### src/hdl/lzss_pkg.sv
// Shared types and constants for the LZSS decompressor.
`timescale 1ns / 1ps

package lzss_pkg;

    // Flag register value right after a flag byte is loaded: marker bit above the eight control bits
    localparam logic [8:0] FLAG_MARK  = 9'h100;
    // Flag register value when no control bits remain
    localparam logic [8:0] FLAG_EMPTY = 9'h001;

    // Commands from the controller to the datapath; all but copy_run are qualified by the handshake
    typedef struct packed {
        logic load_flag;    // load a new flag byte
        logic clear_flag;   // drop the remaining control bits (end of stream)
        logic consume_flag; // shift out one control bit
        logic write_lit;    // emit the input byte as a literal
        logic load_low;     // hold the low byte of a match
        logic start_copy;   // set up a match copy from the high byte
        logic copy_run;     // advance the match copy
    } cmd_t;

    // Status from the datapath to the controller
    typedef struct packed {
        logic flag_bit;     // current control bit
        logic flag_end;     // this control bit is the last one of its flag byte
        logic out_free;     // output register can take an item this cycle
        logic copy_done;    // final byte of the match leaves this cycle
    } sts_t;

endpackage

### src/hdl/lzss_ctrl.sv
// Parser and copy sequencer state machine for the LZSS decompressor.
`timescale 1ns / 1ps

module lzss_ctrl (
    input  logic          aclk,
    input  logic          aresetn,
    input  logic          s_tvalid,
    output logic          s_tready,
    input  logic          s_tlast,
    input  lzss_pkg::sts_t sts,
    output lzss_pkg::cmd_t cmd
);
    import lzss_pkg::*;

    localparam logic [1:0] ST_FLAG = 2'd0;
    localparam logic [1:0] ST_DATA = 2'd1;
    localparam logic [1:0] ST_HIGH = 2'd2;
    localparam logic [1:0] ST_COPY = 2'd3;

    logic [1:0] state_reg, state_next;
    logic [1:0] ret_reg, ret_next;
    logic       accept;
    logic [1:0] after_bit;

    // A literal needs room in the output register; otherwise only a copy stalls
    assign s_tready = (state_reg != ST_COPY) &&
                      (!(state_reg == ST_DATA && sts.flag_bit) || sts.out_free);
    assign accept   = s_tvalid && s_tready;
    assign after_bit = (s_tlast || sts.flag_end) ? ST_FLAG : ST_DATA;

    always_comb begin
        cmd        = '0;
        state_next = state_reg;
        ret_next   = ret_reg;
        unique case (state_reg)
            ST_FLAG: begin
                if (accept) begin
                    if (s_tlast) begin
                        cmd.clear_flag = 1'b1;
                    end else begin
                        cmd.load_flag = 1'b1;
                        state_next    = ST_DATA;
                    end
                end
            end
            ST_DATA: begin
                if (accept) begin
                    cmd.clear_flag = s_tlast;
                    if (sts.flag_bit) begin
                        cmd.write_lit    = 1'b1;
                        cmd.consume_flag = 1'b1;
                        state_next       = after_bit;
                    end else begin
                        cmd.load_low = 1'b1;
                        state_next   = s_tlast ? ST_FLAG : ST_HIGH;
                    end
                end
            end
            ST_HIGH: begin
                if (accept) begin
                    cmd.start_copy   = 1'b1;
                    cmd.consume_flag = 1'b1;
                    cmd.clear_flag   = s_tlast;
                    ret_next         = after_bit;
                    state_next       = ST_COPY;
                end
            end
            ST_COPY: begin
                cmd.copy_run = 1'b1;
                if (sts.copy_done) begin
                    state_next = ret_reg;
                end
            end
            default: begin
                state_next = ST_FLAG;
            end
        endcase
    end

    always_ff @(posedge aclk) begin
        if (!aresetn) begin
            state_reg <= ST_FLAG;
            ret_reg   <= ST_FLAG;
        end else begin
            state_reg <= state_next;
            ret_reg   <= ret_next;
        end
    end

endmodule

### config.mk
export PLATFORM = sky130hd
export DESIGN_NAME = lzss_ctrl
export DESIGN_NICKNAME = d
export VERILOG_FILES = /design/src/hdl/lzss_pkg.sv /design/src/hdl/lzss_ctrl.sv
export SDC_FILE = /design/constraint.sdc
export NUM_CORES = 1
export LEC_CHECK = 0
export ABC_AREA = 1
export ABC_CLOCK_PERIOD_IN_PS = 1800
export BUFFER_PORTS_ARGS = -buffer_cell sky130_fd_sc_hd__buf_4
export CORE_AREA = 5 5 42 44
export CTS_BUF_LIST = sky130_fd_sc_hd__clkbuf_8
export DETAILED_ROUTE_END_ITERATION = 16
export DIE_AREA = 0 0 47 49
export MAX_ROUTING_LAYER = met4
export PLACE_DENSITY_LB_ADDON = 0.25
export SETUP_SLACK_MARGIN = 0.4
export SYNTH_ARGS = -nofsm -noshare
export SYNTH_HDL_FRONTEND = slang
export SYNTH_SLANG_ARGS = --single-unit
### constraint.sdc
create_clock -name aclk -period 1.8 [get_ports aclk]
set_input_delay 0.36 -clock aclk [delete_from_list [all_inputs] [get_ports aclk]]
set_output_delay 0.36 -clock aclk [all_outputs]
set_load 0.01 [all_outputs]
==> results of run 1 <==
## worst max-delay path, stage by stage, from the launching register on
cell and delay [ns]:
dfxtp_4 0.38, inv_4 0.04, ha_4 0.17, nand2_4 0.07
inv_4 0.04, a21oi_4 0.13, nand3_2 0.08, inv_2 0.06
o21a_1 0.10, buf_4 0.11
## area by class of cell
type	instances	share of cell area
multi-input combinational	40	0.4818
timing repair buffer	27	0.2900
sequential	3	0.08558
inverter	10	0.06022
clock buffer	3	0.05230
tap	16	0.02536
clock inverter	1	0.004754
## logic make-up after synthesis
group	Yosys count	synth area share
compound gates	6	0.1258
flops	3	0.1589
buf+inv	10	0.09932
fa+ha+maj	6	0.1987
simple gates	28	0.4172
## power by group through the flow
stage                     registers (µW)  logic [µW]  clock network [µW]
after floorplan                      108         200                   0
after global placement               113         277                   0
after detailed placement             113         277                   0
after CTS                            112         330                 191
after global routing                 116         463                 202
final                                113         421                 189
## per-layer routing
metal  vias to the layer above  GRT usage  wire (µm)
met2                        10     0.1629        555
met1                       206     0.1441        492
met3                         0    0.02214         38
met5                         -          -          0
li1                        233          -          -
met4                         0    0.04147          0
## final timing paths
check / endpoint / slack (ns) / cells after the start
worst min register to register: ret_reg[0] / 0.50 / 2
worst max-delay path: cmd[4] / 0.04 / 9
worst max register to register: state_reg[0] / 0.37 / 10
worst min-delay path: register / 0.40 / 3
## metrics by stage
| step | power, µW | TNS, ns | instance area (µm²) | worst slack [ns] |
|---|---|---|---|---|
| 2_1_floorplan | 308.8 | 0 | 435.4 | 0.2749 |
| 3_3_place_gp | 389.3 | 0 | 568.0 | 0.2052 |
| 3_5_place_dp | 390.0 | 0 | 568.0 | 0.2026 |
| 4_1_cts | 633.1 | 0 | 698.2 | 0.04315 |
| 5_1_grt | 780.0 | -0.05683 | 789.5 | -0.05683 |
| 6_report | 723.3 | 0 | 789.5 | 0.04254 |
## layout by cell type (no fill, tap or decap), types with 2 or more instances in the layout
master | Yosys | final
a21oi_4 | 1 | 2
buf_4 | 0 | 20
buf_6 | 0 | 7
clkbuf_8 | 0 | 3
dfxtp_4 | 0 | 2
ha_1 | 6 | 2
ha_4 | 0 | 3
inv_1 | 6 | 4
inv_2 | 3 | 3
inv_4 | 0 | 4
nand2_1 | 7 | 5
nand2_4 | 1 | 2
nand3_2 | 2 | 2
nand3_4 | 1 | 3
nor2_1 | 7 | 6
nor2_2 | 2 | 2
nor3_2 | 0 | 2
o21ai_1 | 2 | 2
## timing repair
action / in CTS / in global routing
buffers inserted: 8 / 4
endpoints found under the setup margin: 7 / 9
gates resized for setup: 8 / 15
pin swaps: 4 / 6
==> flow_summary_export.csv, run 1 <==
group,metric,value,unit
pwr,power_leakage,0.0003645,µW
layout,nFillCells,132,
synthesis,synth.top_cell.area_share,0.1987,
synthesis,syn_area,377.9,µm²
route,drc_errors,0,
grt,antenna_found_initial,0,
floorplanning,ioPinCount,16,
placed_design,dp.final_hpwl,781.4,µm
grt,grt_use_total,0.1102,
synthesis,syn_inst,53,
timing,setup_violations,0,
pwr,pwr-share-seq,0.156,
floorplanning,initial_core_util,0.2696,
floorplanning,fp.dieW,47,µm
synthesis,yosysTopAreaCell,"ha_1",
timing,rsz0062_at_grt,"true",
grt,overflow,0,
grt,grt_pass1_vias,457,
grt,grt_max_degree,7,
worst_hold_path,hold_path.startpoint,"aresetn",
layout,layout-drive-gt1-share,0.6905,
clocking,root_buffer,"clkbuf_8",
floorplanning,die-area,2303,µm²
floorplanning,core_area,1401,µm²
synthesis,ys_seq_area_frac,0.1589,
pwr,power_density,916.2,nW/µm²
placed_design,dpl.cell_count,84,
placed_design,port-buffer-count,15,
synthesis,synth_cell_types,20,
synthesis,synth.yosys.warnings,0,
timing,period_share,0.9764,
synthesis,syn_avg_cell_area,7.129,µm²
layout,multi_input_area,380.4,µm²
clocking,clk_path_buf_depth,2,
synthesis,synth-async-reset-ratio,0,
synthesis,synth_common_cells,"7 x nand2_1, 7 x nor2_1, 6 x ha_1, 6 x inv_1",
layout,fin_util,0.5634,
placed_design,routabilityCongestion,0.7151,
floorplanning,row_count,14,
timing,hold_viol,0,
grt,grt_pass1_wl,1883,µm
pwr,sw_frac_of_total,0.3872,
route,wl_per_cell,10.86,µm
route,first_pass_iters,4,
critical_path,crit_path_max_fanout,4,
route,routed_wl,1086,µm
synthesis,synth-edff-count,0,
synthesis,synth.area.top_cells,"ha_1 20%, dfxtp_1 16%, nand2_1 7.0%",
route,vias_per_cell,4.490,
synthesis,syn_nets,67,
timing,worst_pin_slew,0.1771,ns
clocking,cts_buffers,3,
timing,slew_headroom,0.8816,
layout,register_area,67.56,µm²
run,maxCapViolations,0,
synthesis,synth_ff_type,"dfxtp_1",
critical_path,critPathRequiredTime,1.44,ns
timing,fin_hold_ws,0.4022,ns
clocking,cts_hold_buf,0,
layout,fin_cells,100,
route,via_count,449,
clocking,clk_pin_slew_worst_paths,0.03,ns
pwr,combPwrFrac,0.583,
clocking,htreeDepth,1,
critical_path,path_class,"register to output pin",
route,drt_iter0_drc,5,
critical_path,cp-end-kind,"output pin",
timing,slew_viol_final,0,
pwr,vdd_drop_max,0.3980,mV
critical_path,critPathLaunchType,"register",
timing,period_needed,1.757,ns
clocking,cts_sinks,3,
floorplanning,die_h,49,µm
clocking,clock_latency,0.21,ns
pwr,power.switching,280.0,µW
synthesis,ys_ff_latch,3,
clocking,cts_tree,"done",
critical_path,critPathArrivalTime,1.40,ns
timing,fin_skew,0.005252,ns
pwr,clock_power_share,0.262,
pwr,internal_power,443.3,µW
worst_hold_path,hp-class,"input port to register",
run_status,status,"complete, no violations",
layout,syn_to_final_growth,108.9,%
route,ant_nets,0,
layout,antennaDiodeCount,0,
layout,final_net_count,99,
timing,max_freq,569.0,MHz
Note: power is estimated with default switching activity, not from simulation.
==> inputs of run 2 (changes only) <==
--- a/config.mk
+++ b/config.mk
@@ -6,7 +6,7 @@
 export NUM_CORES = 1
 export LEC_CHECK = 0
 export ABC_AREA = 1
-export ABC_CLOCK_PERIOD_IN_PS = 1800
+export ABC_CLOCK_PERIOD_IN_PS = 2000
 export BUFFER_PORTS_ARGS = -buffer_cell sky130_fd_sc_hd__buf_4
 export CORE_AREA = 5 5 42 44
 export CTS_BUF_LIST = sky130_fd_sc_hd__clkbuf_8
==> constraint.sdc (replaced) <==
create_clock -name aclk -period 2 [get_ports aclk]
set_input_delay 0.4 -clock aclk [delete_from_list [all_inputs] [get_ports aclk]]
set_output_delay 0.4 -clock aclk [all_outputs]
set_load 0.01 [all_outputs]
==> run 2 against run 1 <==
Flip-flop and latch count unchanged. Largest cell class unchanged. Via count up 2.7%. Die area unchanged. Combinational power fell by 7.1%. Clock-buffer cell count is the same. Worst hold slack improved by 0.047 ns. Final cell count increased by 1.0%. Total power decreased by 9.0%. Critical path depth is 3 lower. Largest power group unchanged. Sequential power decreased by 9.7%. Register-to-register slack better by 0.17 ns. Global-route usage grew 1.0 points.
==> flow_summary_export.csv, run 2 (synthesis gave the netlist of run 1 again) <==
group,metric,value,unit
clocking,root_buffer,"clkbuf_8",
clocking,cts_buffers,3,
clocking,cts_hold_buf,0,
layout,syn_to_final_growth,110.6,%
timing,slew_headroom,0.8921,
worst_hold_path,hp-class,"input port to register",
pwr,power_leakage,0.0003705,µW
route,drc_errors,0,
critical_path,critical_path.endpoint,"cmd[4]",
layout,final_net_count,100,
critical_path,crit_top_cell,"nand3_4",
critical_path,reg2regPathDepth,10,
critical_path,critPathArrivalTime,1.38,ns
route,wl_per_cell,11.66,µm
clocking,htreeDepth,1,
clocking,clk_path_buf_depth,2,
placed_design,dp.final_hpwl,747.9,µm
layout,antennaDiodeCount,0,
floorplanning,core_area,1401,µm²
timing,worst_pin_slew,0.1607,ns
layout,layout-drive-gt1-share,0.6706,
critical_path,critPathLaunch,"state_reg[0]",
timing,period_needed,1.778,ns
route,drt_iter0_drc,4,
clocking,cts_tree,"done",
timing,fin_skew,0.001116,ns
run,maxCapViolations,0,
critical_path,critPathLaunchType,"register",
placed_design,routabilityCongestion,0.7874,
grt,antenna_found_initial,0,
route,routed_wl,1178,µm
floorplanning,die_h,49,µm
grt,grt_pass1_wl,1938,µm
critical_path,cp-end-kind,"output pin",
grt,grt_use_total,0.1204,
floorplanning,die-area,2303,µm²
critical_path,reg2reg_slack,0.54,ns
route,via_count,461,
timing,max_freq,562.4,MHz
clocking,clk_pin_slew_worst_paths,0.03,ns
critical_path,path_cells,"ha_4 -> nand3_4 -> nand3_4 -> nor2_4 -> o21a_1 -> buf_4",
critical_path,crit_path_max_fanout,6,
timing,tns,0,ns
timing,slew_viol_final,0,
layout,mostFrequentLayoutCell,"buf_4",
pwr,vdd_drop_max,0.5330,mV
grt,grt_max_degree,7,
timing,hold_viol,0,
timing,period_share,0.8891,
floorplanning,row_count,14,
placed_design,port-buffer-count,15,
critical_path,worst_path_max_delay_cell,"dfxtp_4",
timing,setup_violations,0,
pwr,power_density,827.2,nW/µm²
critical_path,r2r-end,"state_reg[0]",
clocking,cts_sinks,3,
floorplanning,initial_core_util,0.2696,
route,ant_nets,0,
grt,grt_pass1_vias,499,
grt,overflow,0,
layout,layout_common_cells,"25 x buf_4, 6 x nor2_1, 6 x nand2_1, 5 x inv_4, 4 x ha_4",
floorplanning,ioPinCount,16,
critical_path,path_class,"register to output pin",
floorplanning,fp.dieW,47,µm
critical_path,critPathRequiredTime,1.60,ns
critical_path,cpPeakStageDelay,0.40,ns
layout,design_area,795.8,µm²
clocking,clock_latency,0.21,ns
route,vias_per_cell,4.564,
run_status,status,"complete, no violations",
route,first_pass_iters,4,
placed_design,place_area,524.3,µm²
timing,rsz0062_at_grt,"true",
[run 2: cell types whose count changed in the layout (fill, tap and decap cells not counted), sizes merged]
cell / previous run / this run
buf: 27 / 28
clkinv: 0 / 1
inv: 11 / 10
[run 2: area by class of cell]
| class | count | area (µm²) |
|---|---|---|
| fill | 123 | 605.6 |
| inverter | 10 | 55.05 |
| multi-input combinational | 40 | 377.9 |
| clock buffer | 3 | 41.29 |
| sequential | 3 | 67.56 |
| tap | 16 | 20.02 |
| timing repair buffer | 28 | 230.2 |
| clock inverter | 1 | 3.754 |
[run 2: power breakdown]
part | total [µW] | switching, µW | internal [µW]
sequential | 102 | 25.4 | 76.2
combinational | 391 | 192 | 198
clock | 166 | 35.8 | 130
[run 2: what timing repair did]
action,CTS,global route
endpoints found under the setup margin,7,7
endpoints found under the hold margin,0,0
buffers inserted,12,1
gates resized for setup,25,4
pin swaps,4,2
[run 2: worst min path at each step]
| stage | startpoint | slack (ns) | depth (start not counted) | endpoint |
|---|---|---|---|---|
| 6_report | aresetn | 0.45 | 3 | register |
| 3_5_place_dp | ret_reg[0] | 0.51 | 2 | ret_reg[0] |
| 3_3_place_gp | ret_reg[0] | 0.52 | 2 | ret_reg[0] |
| 5_1_grt | aresetn | 0.46 | 3 | register |
| 4_1_cts | aresetn | 0.44 | 3 | register |
| 2_1_floorplan | ret_reg[0] | 0.46 | 2 | ret_reg[0] |
[run 2: worst max-delay path, delay by kind of cell, from the launching register on]
kind            cells  cell delay [ns]
simple gates        3             0.25
fa+ha+maj           1             0.19
flops               1             0.40
compound gates      1             0.18
buf+inv             1             0.14
[run 2: per-layer routing]
layer / wire length (µm) / part of all wire / up-vias / GRT usage
met1: 434 / 0.37 / 211 / 0.1182
met3: 73 / 0.062 / 2 / 0.03321
met5: 0 / 0 / - / -
met4: 8 / 0.0068 / 0 / 0.06452
met2: 661 / 0.56 / 15 / 0.2036
li1: - / - / 233 / -
[run 2: stage by stage]
stage / total power (µW) / hold WS (ns) / worst slack, ns / std cells / util
floorplan: 250.8 / 0.4646 / 0.4339 / 53 / -
global placement: 320.0 / 0.5190 / 0.2912 / 84 / 0.3741
detailed placement: 318.1 / 0.5134 / 0.2801 / 84 / 0.3741
CTS: 636.9 / 0.4421 / 0.2189 / 100 / 0.5518
global route: 708.1 / 0.4624 / 0.1462 / 101 / 0.5679
finish: 658.3 / 0.4489 / 0.2219 / 101 / 0.5679
==> inputs of run 3 (changes only) <==
--- a/config.mk
+++ b/config.mk
@@ -6,14 +6,14 @@
 export NUM_CORES = 1
 export LEC_CHECK = 0
 export ABC_AREA = 1
-export ABC_CLOCK_PERIOD_IN_PS = 2000
+export ABC_CLOCK_PERIOD_IN_PS = 1900
 export BUFFER_PORTS_ARGS = -buffer_cell sky130_fd_sc_hd__buf_4
 export CORE_AREA = 5 5 42 44
 export CTS_BUF_LIST = sky130_fd_sc_hd__clkbuf_8
 export DETAILED_ROUTE_END_ITERATION = 16
 export DIE_AREA = 0 0 47 49
 export MAX_ROUTING_LAYER = met4
-export PLACE_DENSITY_LB_ADDON = 0.25
+export PLACE_DENSITY_LB_ADDON = 0.08
 export SETUP_SLACK_MARGIN = 0.4
 export SYNTH_ARGS = -nofsm -noshare
 export SYNTH_HDL_FRONTEND = slang
==> constraint.sdc (replaced) <==
create_clock -name aclk -period 1.9 [get_ports aclk]
set_input_delay 0.38 -clock aclk [delete_from_list [all_inputs] [get_ports aclk]]
set_output_delay 0.38 -clock aclk [all_outputs]
set_load 0.01 [all_outputs]
==> run 3 against run 2 <==
Flip-flop and latch count is the same. Via count shrank 2.6%. Clock-buffer cell count is the same.
==> flow_summary_export.csv, run 3 (synthesis gave the netlist of run 1 again) <==
group,metric,value,unit
clocking,clock_latency,0.21,ns
worst_hold_path,hold_path.startpoint,"aresetn",
critical_path,reg2reg_slack,0.53,ns
route,top_layer,"met3",
run_status,status,"complete, no violations",
grt,grt_use_total,0.1152,
layout,antennaDiodeCount,0,
layout,layout-drive-gt1-share,0.6786,
timing,fin_ws,0.1329,ns
placed_design,dp.final_hpwl,810.8,µm
timing,worst_pin_slew,0.1576,ns
floorplanning,row_count,14,
placed_design,dpl.cell_count,84,
route,via_count,449,
route,wl_per_cell,11.16,µm
layout,syn_to_final_growth,102.0,%
route,drt_iter0_drc,5,
pwr,clock_power_share,0.266,
grt,grt_pass1_wl,1945,µm
route,drc_errors,0,
timing,fin_skew,0.001840,ns
clocking,clk_path_buf_depth,2,
critical_path,path_class,"register to output pin",
pwr,power,671.1,µW
critical_path,r2r-end,"state_reg[0]",
route,met2_wirelength,614,µm
worst_hold_path,hp-class,"input port to register",
worst_hold_path,holdPathStages,3,
pwr,combPwrFrac,0.572,
critical_path,crit_path_max_fanout,3,
grt,grt_max_degree,8,
timing,rsz0062_at_grt,"true",
layout,nFillCells,138,
route,first_pass_iters,4,
floorplanning,die_h,49,µm
layout,fin_cells,100,
floorplanning,core_area,1401,µm²
worst_hold_path,holdPathEnd,"state_reg[0]",
placed_design,port-buffer-count,15,
timing,max_freq,565.9,MHz
grt,grt_pass1_vias,441,
floorplanning,initial_core_util,0.2696,
critical_path,critPathArrivalTime,1.39,ns
layout,multi_input_area,364.1,µm²
critical_path,crit_top_cell,"inv_2",
timing,slew_viol_final,0,
clocking,clk_pin_slew_worst_paths,0.03,ns
clocking,cts_buffers,3,
critical_path,cpPeakStageDelay,0.37,ns
clocking,htreeDepth,1,
pwr,power_leakage,0.0003554,µW
timing,period_needed,1.767,ns
clocking,cts_tree,"done",
critical_path,cp_num_buf_inv,4,
timing,tns,0,ns
pwr,internal_power,414.0,µW
route,ant_nets,0,
grt,antenna_found_initial,0,
timing,hold_viol,0,
floorplanning,die-area,2303,µm²
route,routed-wl-met3,70,µm
timing,period_share,0.9301,
timing,setup_violations,0,
pwr,power.switching,257.1,µW
clocking,cts_sinks,3,
placed_design,place_ws,0.1980,ns
layout,fin_util,0.5446,
critical_path,critPathTopFamily,"flip-flops",
critical_path,worst_path_max_delay_cell,"dfxtp_4",
floorplanning,fp.dieW,47,µm
critical_path,path_depth,9,
route,met1_length,431,µm
critical_path,reg2regPathDepth,10,
run,maxCapViolations,0,
layout,final_net_count,99,
placed_design,routabilityCongestion,0.7762,
pwr,sw_frac_of_total,0.3831,
route,vias_per_cell,4.490,
critical_path,critPathLaunchType,"register",
layout,mostFrequentLayoutCell,"buf_4",
layout,layout_common_cells,"24 x buf_4, 7 x nor2_1, 6 x nand2_1, 4 x inv_4, 4 x ha_4",
critical_path,path_cells,"inv_4 -> ha_4 -> nand2_2 -> inv_2 -> a21oi_4 -> nand3_2 -> inv_2 -> o21a_1 -> buf_6",
floorplanning,ioPinCount,16,
critical_path,critPathRequiredTime,1.52,ns
route,routed_wl,1116,µm
layout,register_area,67.56,µm²
clocking,root_buffer,"clkbuf_8",
clocking,cts_hold_buf,0,
pwr,vdd_drop_max,0.5330,mV
grt,overflow,0,
timing,slew_headroom,0.8941,
pwr,power_density,879.3,nW/µm²
pwr,pwr-share-seq,0.163,
critical_path,cp-end-kind,"output pin",
[run 3: final cells by class]
cell class	instances	share of cell area
clock buffers	3	0.05410
clock inverters	1	0.004918
inverters	10	0.06885
multi-input cells	40	0.4770
flip-flops and latches	3	0.08852
well taps	16	0.02623
repair buffers	27	0.2803
[run 3: worst max path at each step]
stage | to | slack (ns)
after global placement | cmd[4] | 0.19
after floorplan | cmd[4] | 0.35
after CTS | cmd[4] | 0.11
after global routing | cmd[4] | 0.05
final | cmd[4] | 0.13
after detailed placement | cmd[4] | 0.20
[run 3: metrics by stage]
stage,instance area [µm²],hold slack [ns]
after floorplan,391.6,0.4646
after global placement,524.3,0.5278
after detailed placement,524.3,0.4964
after CTS,729.5,0.4186
after global routing,763.2,0.4286
final,763.2,0.4082
[run 3: power groups by stage]
stage                     Combinational (µW)  Sequential [µW]  Clock (µW)
final                                    384              109         178
after global routing                     427              113         193
after CTS                                359              107         182
after detailed placement                 246             94.9           0
after global placement                   250             94.6           0
after floorplan                          174             90.5           0
[run 3: what timing repair did]
action / 4_1_cts / 5_1_grt
pin swaps: 3 / 5
endpoints found under the setup margin: 7 / 9
resized for setup: 21 / 6
setup buffers: 10 / 2
[run 3: worst reg2reg max path, cell delays in order (launching register included)]
cell	delay (ns)
dfxtp_4	0.37
inv_4	0.04
buf_4	0.13
ha_4	0.16
inv_4	0.05
nand3_2	0.08
buf_4	0.14
nand2_4	0.07
nand2_1	0.06
o21ai_2	0.10
nor2_1	0.05
[run 3: routing by layer]
layer / GRT usage / vias to the layer above
met5: - / -
met4: 0.01382 / 0
met3: 0.04059 / 0
met2: 0.1946 / 7
met1: 0.1307 / 210
li1: - / 232
